`config.mk`:
```
export PLATFORM = sky130hd
export DESIGN_NAME = display_line_refresh_queue
export DESIGN_NICKNAME = d
export VERILOG_FILES = /design/src/design/dlrq_pkg.sv /design/src/design/display_line_refresh_queue.sv /design/src/design/dlrq_ram.sv /design/src/design/dlrq_queue.sv
export SDC_FILE = /design/constraint.sdc
export NUM_CORES = 1
export LEC_CHECK = 0
export BUFFER_PORTS_ARGS = -buffer_cell sky130_fd_sc_hd__buf_2
export CAP_MARGIN = 15
export CELL_PAD_IN_SITES_DETAIL_PLACEMENT = 0
export CELL_PAD_IN_SITES_GLOBAL_PLACEMENT = 1
export CORE_MARGIN = 2
export CORE_UTILIZATION = 25
export DETAILED_ROUTE_END_ITERATION = 8
export PLACE_DENSITY = 0.44
export RECOVER_POWER = 100
export SLEW_MARGIN = 25
export SYNTH_ARGS = -nofsm -noshare
export SYNTH_HDL_FRONTEND = slang
export SYNTH_SLANG_ARGS = --single-unit
```
`constraint.sdc`:
```
create_clock -name clk -period 13.1 [get_ports clk]
set_input_delay 2.62 -clock clk [delete_from_list [all_inputs] [get_ports clk]]
set_output_delay 2.62 -clock clk [all_outputs]
set_load 0.02 [all_outputs]
```
`src/design/dlrq_pkg.sv`:
```
// Package for the display line refresh queue: transfer types, queue control
// structs, byte codes and mode codes. Depends on nothing.
`default_nettype none

package dlrq_pkg;

    // Input modes.
    localparam logic [1:0] MODE_TEXT  = 2'd0;
    localparam logic [1:0] MODE_TX    = 2'd1;
    localparam logic [1:0] MODE_CLEAR = 2'd2;

    // Bytes of the terminal protocol.
    localparam logic [7:0] ESC_BYTE   = 8'h1B;
    localparam logic [7:0] O_BYTE     = 8'h4F;
    localparam logic [7:0] ONE_BYTE   = 8'h01;
    localparam logic [7:0] FF_BYTE    = 8'h0C;
    localparam logic [7:0] SPACE_BYTE = 8'h20;

    // Positions of the line header, text follows at HEAD_BYTES.
    localparam int POS_ESC    = 0;
    localparam int POS_O      = 1;
    localparam int POS_ONE    = 2;
    localparam int POS_ROW    = 3;
    localparam int HEAD_BYTES = 4;

    // Widest row index and queue count over the supported row range.
    localparam int ROW_IDX_W = 4;
    localparam int QCNT_W    = 5;

    typedef struct packed {
        logic [1:0] mode;
        logic [2:0] row;
        logic [7:0] text_char;
    } item_t;

    typedef struct packed {
        logic [7:0] tx_byte;
        logic       line_done;
    } result_t;

    typedef struct packed {
        logic                 enq;
        logic                 clear;
        logic [ROW_IDX_W-1:0] row;
    } queue_cmd_t;

    typedef struct packed {
        logic [QCNT_W-1:0]    count_post;
        logic [ROW_IDX_W-1:0] head_post;
        logic [ROW_IDX_W-1:0] second_post;
        logic                 head_hit;
    } queue_stat_t;

endpackage

`default_nettype wire

```
`src/design/display_line_refresh_queue.sv`:
```
// Display line refresh queue: text row store, row queue and line byte sender.
// Depends on dlrq_pkg, dlrq_queue and dlrq_ram.
//
// Usage: an item (mode, row, text_char) is transferred at a rising edge where
// start is high and busy is low. busy is always low, so one item can be
// transferred in every cycle. Mode 0 writes a character into a row at the
// shared write column; a zero character ends the line, queues the row and
// sends the next byte of the head row. Mode 1 is a transmitter ready event
// that sends the next byte of the head row once a line has ended and no
// character has been written since. Mode 2 empties the queue and sends a
// form feed. Each item is processed in the cycle after its transfer and its
// result, if any, is registered and is on result for exactly one cycle with
// result_valid high. The rate is one item per cycle, set by the single
// processing stage and the text RAM, whose read is issued ahead from the
// next send position. The receiver cannot stall: every result is taken in
// the cycle it is shown. Reset clears the queue, the row lengths, the send
// position and the write column; the text RAM is not cleared.
`default_nettype none

module display_line_refresh_queue #(
    parameter int ROWS       = 4,
    parameter int COLS       = 20,
    parameter int LINE_BYTES = 24
) (
    input  wire logic            clk,
    input  wire logic            rst_n,
    input  wire logic            start,
    input  wire dlrq_pkg::item_t item,
    output logic                 busy,
    output logic                 result_valid,
    output dlrq_pkg::result_t    result
);
    import dlrq_pkg::*;

    localparam int RW    = (ROWS > 1) ? $clog2(ROWS) : 1;
    localparam int CW    = $clog2(COLS + 1);
    localparam int PW    = $clog2(LINE_BYTES + 1);
    localparam int DEPTH = ROWS * COLS;
    localparam int AW    = (DEPTH > 1) ? $clog2(DEPTH) : 1;

    item_t         item_reg;
    logic          valid_reg;
    logic [PW-1:0] pos_reg;
    logic [PW-1:0] pos_next;
    logic          send_en_reg;
    logic          send_en_next;
    logic [CW-1:0] wcol_reg;
    logic [CW-1:0] wcol_next;
    logic [CW-1:0] len_reg  [ROWS];
    logic [CW-1:0] len_next [ROWS];
    result_t       result_reg;
    result_t       result_next;
    logic          result_valid_reg;
    logic          result_valid_next;

    queue_cmd_t    qcmd;
    queue_stat_t   qstat;

    logic [RW-1:0] r;
    logic          row_ok;
    logic          text_in;
    logic          text_end;
    logic          clear_in;
    logic          do_send;
    logic          send_fire;
    logic          last_byte;
    logic [PW-1:0] pos_post;
    logic [RW-1:0] head;
    logic [PW-1:0] col;
    logic          text_ok;
    logic [7:0]    text_byte;
    logic [7:0]    line_byte;

    logic          wr_en;
    logic [AW-1:0] wr_addr;
    logic [AW-1:0] rd_addr;
    logic [7:0]    ram_rdata;
    logic          wr_en_reg;
    logic [AW-1:0] wr_addr_reg;
    logic [7:0]    wr_data_reg;
    logic [AW-1:0] rd_addr_reg;
    logic [RW-1:0] head_n;
    logic [PW-1:0] col_n;

    assign busy = 1'b0;

    // Item decode.
    assign r        = RW'(item_reg.row - 3'd1);
    assign row_ok   = (item_reg.row != 3'd0) && (32'(item_reg.row) <= ROWS);
    assign text_in  = valid_reg && (item_reg.mode == MODE_TEXT) && row_ok;
    assign text_end = text_in && (item_reg.text_char == 8'd0);
    assign clear_in = valid_reg && (item_reg.mode == MODE_CLEAR);
    assign do_send  = text_end
                      || (valid_reg && (item_reg.mode == MODE_TX) && send_en_reg);

    assign qcmd.enq   = text_end;
    assign qcmd.clear = clear_in;
    assign qcmd.row   = ROW_IDX_W'(r);

    dlrq_queue #(
        .ROWS (ROWS)
    ) u_queue (
        .clk   (clk),
        .rst_n (rst_n),
        .cmd   (qcmd),
        .pop   (last_byte),
        .stat  (qstat)
    );

    // A rewrite of the head row restarts it once its text has been reached.
    assign pos_post  = (text_end && qstat.head_hit && (32'(pos_reg) >= HEAD_BYTES))
                       ? '0 : pos_reg;
    assign send_fire = do_send && (qstat.count_post != '0)
                       && (32'(pos_post) < LINE_BYTES);
    assign last_byte = send_fire && ((32'(pos_post) + 1) == LINE_BYTES);

    assign head    = RW'(qstat.head_post);
    assign col     = pos_post - PW'(HEAD_BYTES);
    assign text_ok = (32'(pos_post) >= HEAD_BYTES) && (32'(col) < COLS)
                     && (32'(col) < 32'(len_reg[head]));

    // The RAM read was issued last cycle; a write made at that same edge is
    // forwarded since the RAM returns the old contents.
    assign text_byte = (wr_en_reg && (wr_addr_reg == rd_addr_reg))
                       ? wr_data_reg : ram_rdata;

    always_comb
    begin
        case (32'(pos_post))
            POS_ESC: line_byte = ESC_BYTE;
            POS_O:   line_byte = O_BYTE;
            POS_ONE: line_byte = ONE_BYTE;
            POS_ROW: line_byte = 8'(32'(head) + 1);
            default: line_byte = text_ok ? text_byte : SPACE_BYTE;
        endcase
    end

    always_comb
    begin
        pos_next          = pos_post;
        send_en_next      = send_en_reg;
        wcol_next         = wcol_reg;
        len_next          = len_reg;
        wr_en             = 1'b0;
        wr_addr           = AW'(32'(r) * COLS + 32'(wcol_reg));
        result_valid_next = 1'b0;
        result_next       = '0;
        if (text_in)
        begin
            send_en_next = 1'b0;
            if (item_reg.text_char != 8'd0)
            begin
                if (32'(wcol_reg) < COLS)
                begin
                    wr_en     = 1'b1;
                    wcol_next = wcol_reg + CW'(1);
                end
            end
            else
            begin
                len_next[r]  = wcol_reg;
                wcol_next    = '0;
                send_en_next = 1'b1;
            end
        end
        if (send_fire)
        begin
            result_valid_next     = 1'b1;
            result_next.tx_byte   = line_byte;
            result_next.line_done = last_byte;
            pos_next              = last_byte ? '0 : pos_post + PW'(1);
        end
        if (clear_in)
        begin
            pos_next              = '0;
            result_valid_next     = 1'b1;
            result_next.tx_byte   = FF_BYTE;
            result_next.line_done = 1'b0;
        end
    end

    // Prefetch address of the text byte that the next item would send.
    assign head_n  = last_byte ? RW'(qstat.second_post) : head;
    assign col_n   = pos_next - PW'(HEAD_BYTES);
    assign rd_addr = ((32'(pos_next) >= HEAD_BYTES) && (32'(col_n) < COLS))
                     ? AW'(32'(head_n) * COLS + 32'(col_n)) : '0;

    dlrq_ram #(
        .WIDTH (8),
        .DEPTH (DEPTH)
    ) u_text_ram (
        .clk   (clk),
        .we    (wr_en),
        .waddr (wr_addr),
        .wdata (item_reg.text_char),
        .raddr (rd_addr),
        .rdata (ram_rdata)
    );

    always_ff @(posedge clk or negedge rst_n)
    begin
        if (!rst_n)
        begin
            valid_reg        <= 1'b0;
            pos_reg          <= '0;
            send_en_reg      <= 1'b0;
            wcol_reg         <= '0;
            result_valid_reg <= 1'b0;
            wr_en_reg        <= 1'b0;
            for (int i = 0; i < ROWS; i++)
            begin
                len_reg[i] <= '0;
            end
        end
        else
        begin
            valid_reg        <= start && !busy;
            pos_reg          <= pos_next;
            send_en_reg      <= send_en_next;
            wcol_reg         <= wcol_next;
            result_valid_reg <= result_valid_next;
            wr_en_reg        <= wr_en;
            len_reg          <= len_next;
        end
    end

    always_ff @(posedge clk)
    begin
        if (start && !busy)
        begin
            item_reg <= item;
        end
        result_reg  <= result_next;
        wr_addr_reg <= wr_addr;
        wr_data_reg <= item_reg.text_char;
        rd_addr_reg <= rd_addr;
    end

    assign result_valid = result_valid_reg;
    assign result       = result_reg;

    a_pos_range: assert property (@(posedge clk) disable iff (!rst_n)
        32'(pos_reg) < LINE_BYTES)
        else $error("send position past the line");

    a_wcol_range: assert property (@(posedge clk) disable iff (!rst_n)
        32'(wcol_reg) <= COLS)
        else $error("write column past the row width");

    a_done_rewinds: assert property (@(posedge clk) disable iff (!rst_n)
        (result_valid && result.line_done) |-> (pos_reg == '0))
        else $error("line end did not rewind the send position");

    a_result_cause: assert property (@(posedge clk) disable iff (!rst_n)
        result_valid |-> $past(valid_reg))
        else $error("result without a processed item");

endmodule

`default_nettype wire

```
`src/design/dlrq_ram.sv`:
```
// Generic single-port-write, single-port-read RAM with registered read data.
// Depends on nothing.
`default_nettype none

module dlrq_ram #(
    parameter int WIDTH = 8,
    parameter int DEPTH = 80,
    localparam int ADDR_W = (DEPTH > 1) ? $clog2(DEPTH) : 1
) (
    input  wire logic              clk,
    input  wire logic              we,
    input  wire logic [ADDR_W-1:0] waddr,
    input  wire logic [WIDTH-1:0]  wdata,
    input  wire logic [ADDR_W-1:0] raddr,
    output logic      [WIDTH-1:0]  rdata
);

    logic [WIDTH-1:0] mem [DEPTH];

    always_ff @(posedge clk)
    begin
        if (we)
        begin
            mem[waddr] <= wdata;
        end
        rdata <= mem[raddr];
    end

endmodule

`default_nettype wire

```
`src/design/dlrq_queue.sv`:
```
// Queue of rows waiting to be sent, without duplicates.
// Depends on dlrq_pkg for the command and status structs.
`default_nettype none

module dlrq_queue #(
    parameter int ROWS = 4
) (
    input  wire logic                 clk,
    input  wire logic                 rst_n,
    input  wire dlrq_pkg::queue_cmd_t cmd,
    input  wire logic                 pop,
    output dlrq_pkg::queue_stat_t     stat
);
    import dlrq_pkg::*;

    localparam int RW = (ROWS > 1) ? $clog2(ROWS) : 1;
    localparam int QW = $clog2(ROWS + 1);

    logic [RW-1:0] q_reg  [ROWS];
    logic [RW-1:0] q_post [ROWS];
    logic [RW-1:0] q_next [ROWS];
    logic [QW-1:0] cnt_reg;
    logic [QW-1:0] cnt_post;
    logic [QW-1:0] cnt_next;
    logic [RW-1:0] r;
    logic          hit;
    logic          present;

    assign r = RW'(cmd.row);

    // Enqueue is applied first; the send that follows sees the result.
    always_comb
    begin
        q_post   = q_reg;
        cnt_post = cnt_reg;
        hit      = (cnt_reg != '0) && (q_reg[0] == r);
        present  = 1'b0;
        for (int i = 1; i < ROWS; i++)
        begin
            if ((QW'(i) < cnt_reg) && (q_reg[i] == r))
            begin
                present = 1'b1;
            end
        end
        if (cmd.enq)
        begin
            if (cnt_reg == '0)
            begin
                q_post[0] = r;
                cnt_post  = QW'(1);
            end
            else if (!hit && !present && (cnt_reg < QW'(ROWS)))
            begin
                for (int i = 0; i < ROWS; i++)
                begin
                    if (QW'(i) == cnt_reg)
                    begin
                        q_post[i] = r;
                    end
                end
                cnt_post = cnt_reg + QW'(1);
            end
        end
    end

    always_comb
    begin
        q_next   = q_post;
        cnt_next = cnt_post;
        if (pop)
        begin
            for (int i = 0; i < ROWS - 1; i++)
            begin
                q_next[i] = q_post[i + 1];
            end
            cnt_next = cnt_post - QW'(1);
        end
        if (cmd.clear)
        begin
            cnt_next = '0;
        end
    end

    assign stat.count_post  = QCNT_W'(cnt_post);
    assign stat.head_post   = ROW_IDX_W'(q_post[0]);
    assign stat.second_post = ROW_IDX_W'(q_post[(ROWS > 1) ? 1 : 0]);
    assign stat.head_hit    = hit;

    always_ff @(posedge clk or negedge rst_n)
    begin
        if (!rst_n)
        begin
            cnt_reg <= '0;
        end
        else
        begin
            cnt_reg <= cnt_next;
        end
    end

    // Entries hold no meaning beyond the count, so they take no reset.
    always_ff @(posedge clk)
    begin
        q_reg <= q_next;
    end

    a_count_range: assert property (@(posedge clk) disable iff (!rst_n)
        cnt_reg <= QW'(ROWS))
        else $error("queue count above row count");

    a_pop_nonempty: assert property (@(posedge clk) disable iff (!rst_n)
        pop |-> (cnt_post != '0))
        else $error("pop from an empty queue");

    a_clear_empties: assert property (@(posedge clk) disable iff (!rst_n)
        cmd.clear |=> (cnt_reg == '0))
        else $error("clear left rows in the queue");

endmodule

`default_nettype wire
```
==> results.sh <==
export IMPL_hold_depth=1
export IMPL_numCtsBuffers=86
export IMPL_overflow=0
export IMPL_clk_pin_slew_worst_paths_ns=0.06
export IMPL_finish_net_count=2199
export IMPL_path_class="reg -> reg"
export IMPL_status="finished with violations"
export IMPL_worstPathArrival_ns=11.03
export IMPL_finalClockSkew_ns=0.03160
export IMPL_avgSynthCellArea_um2=14.50
export IMPL_drc_errors=0
export IMPL_root_buffer="clkbuf_16"
export IMPL_drive_gt1_share_pct=13.16
export IMPL_clk_latency_ns=0.67
export IMPL_drt_iter0_markers=1639
export IMPL_io_pins=27
export IMPL_finalHoldViolCount=0
export IMPL_fillers=12320
export IMPL_grt_pass1_vias=18740
export IMPL_leakage_nw=11.51
export IMPL_ys_seq_area_share_pct=70.46
export IMPL_htreeDepth=3
export IMPL_period_needed_ns=10.49
export IMPL_vias_per_cell=4.797
export IMPL_synth_seq_cells=737
export IMPL_critPathCaptureType="flop"
export IMPL_die_w_um=353.2
export IMPL_wl_um=99890
export IMPL_synth_edf_count=653
export IMPL_wire_per_inst_um=25.98
export IMPL_coreArea_um2=121400
export IMPL_seqCellArea_um2=21480
export IMPL_setup_viol=0
export IMPL_maxCapViolations=14
export IMPL_final_util_pct=29.02
export IMPL_clk_path_buf_depth=3
export IMPL_netlist_area_um2=30480
export IMPL_yosys_area_top_type="edfxtp_1"
export IMPL_postCtsHoldBufs=0
export IMPL_multi_input_comb_area_um2=8388
export IMPL_irDropWorstVdd_mv=0.08648
export IMPL_hold_class="reg -> reg"
export IMPL_cts_sinks=737
export IMPL_r2r_cells=26
export IMPL_post_cts_buffers=0
export IMPL_max_freq_mhz=95.35
export IMPL_drtPass1Iterations=5
export IMPL_syn_nets=2153
export IMPL_yosysTopAreaCellShare_pct=64.33
export IMPL_port_buffers=25
export IMPL_cp_required_ns=13.64
export IMPL_ctsResizeCount=0
export IMPL_die_area_um2=124700
export IMPL_grt_pass1_wl_um=143000
export IMPL_cp_slowest_cell="clkbuf_1"
export IMPL_slowest_delay_ns=1.83
export IMPL_rsz0062_at_grt="no"
export IMPL_synth_commonest_cells="653 x edfxtp_1, 227 x nand2_1, 173 x nor2_1"
export IMPL_synth_cells=2102
export IMPL_grt_antenna_before_repair=1
export IMPL_dp_hpwl_um=63040
export IMPL_fin_setup_tns_ns=0
export IMPL_die_h_um=353.2
export IMPL_path_max_fanout=46
export IMPL_ant_nets=0
export IMPL_gr_usage_all_layers_pct=15.82
export IMPL_start_util_pct=25.11
export IMPL_synth_top_cells_by_area="edfxtp_1 64%, dfxtp_1 3.1%, mux2_2 3.1%"
export IMPL_crit_path_start_kind="flop"
export IMPL_relSlewSlack_pct=-182.8
export IMPL_syn2layout_area_growth_pct=15.60
export IMPL_cts_tree="built"
export IMPL_yosysMostFrequentCell="edfxtp_1"
export IMPL_num_rows=128
export IMPL_largest_reg_flops=640
export IMPL_worst_slew_pin_slew_ns=4.243
export IMPL_grt_max_degree=118
export IMPL_via_count=18450
export IMPL_violations="max-capacitance violations, max-slew violations"
export IMPL_synth_async_reset_ratio_pct=5.020
export IMPL_min_period_over_period_pct=80.06
export IMPL_maxSlewViolCount=550
export IMPL_yosysWarningCount=0
export IMPL_gp_congestion=0.8231
export IMPL_p_per_area_nw_per_um2=148.7
export IMPL_synth_distinct_cells=84
export IMPL_ys_flop_type="edfxtp_1"
==> placed cells by master, fill, tap and decap left out, types with 49 or more instances in the layout <==
master,count
a21oi_1,56
a31oi_1,49
clkbuf_1,63
clkbuf_16,86
edfxtp_1,653
mux2_2,82
mux2i_1,52
nand2_1,227
nand3_1,60
nor2_1,171
o21ai_0,87
==> critical path: cells and delay by family, from the launching register on <==
| kind | cells | cell delay [ns] |
|---|---|---|
| flip-flops | 1 | 0.31 |
| AO/OA/AOI/OAI | 7 | 2.40 |
| AND/OR/NAND/NOR | 9 | 2.75 |
| multiplexers | 1 | 0.28 |
| buffers and inverters | 5 | 3.70 |
| adder cells (fa/ha/maj) | 3 | 0.77 |
| XOR/XNOR | 1 | 0.13 |
==> layout make-up <==
| class | count | share of cell area (%) |
|---|---|---|
| inverters | 34 | 0.3658 |
| clock buffers | 111 | 6.459 |
| well taps | 1625 | 5.770 |
| multi-input cells | 1219 | 23.81 |
| diodes | 1 | 0.007102 |
| clock inverters | 48 | 1.541 |
| flip-flops and latches | 737 | 60.95 |
| repair buffers | 70 | 1.101 |
==> where the power goes <==
group | internal [mW] | switching [mW]
Clock | 1.45 | 0.990
Combinational | 0.0323 | 0.141
Sequential | 2.60 | 0.0270
==> per-stage QoR <==
| stage | cells | hold WS (ns) | power [mW] | instance area, um^2 | setup WS, ns |
|---|---|---|---|---|---|
| 2_1_floorplan | 2102 | 0.4336 | 2.754 | 30480 | 6.591 |
| 3_3_place_gp | 3685 | 0.4603 | 2.851 | 32520 | 4.205 |
| 3_5_place_dp | 3685 | 0.4661 | 2.855 | 32530 | 4.179 |
| 4_1_cts | 3844 | 0.4796 | 5.301 | 35350 | 4.126 |
| 5_1_grt | 3844 | 0.4992 | 5.408 | 35230 | 1.875 |
| 6_report | 3845 | 0.4736 | 5.239 | 35240 | 2.612 |
==> final timing paths <==
path	from	to	slack, ns
max	item_reg[5]	u_text_ram.rdata[7]	2.61
min	u_queue.q_reg[0]	u_queue.q_reg[0]	0.47
max reg2reg	item_reg[5]	u_text_ram.rdata[7]	2.61
min reg2reg	u_queue.q_reg[0]	u_queue.q_reg[0]	0.47
max in group asynchronous	rst_n	len_reg[4]	9.20
min in group asynchronous	rst_n	len_reg[13]	2.62
==> layer usage <==
metal / share of wire [%] / track usage [%] / vias up
li1: - / - / 8275
met1: 45 / 21.62 / 9593
met2: 48 / 25.71 / 450
met3: 4.5 / 2.780 / 128
met4: 2.5 / 4.468 / 0
met5: 0 / 0 / -
==> cell families after synthesis <==
family | synth area share, %
adder cells (fa/ha/maj) | 1.486
other | 0.01230
AND/OR/NAND/NOR | 8.386
buffers and inverters | 2.155
XOR/XNOR | 0.7717
flip-flops | 70.46
multiplexers | 7.360
AO/OA/AOI/OAI | 9.372
(Power assumes the default switching activity.)
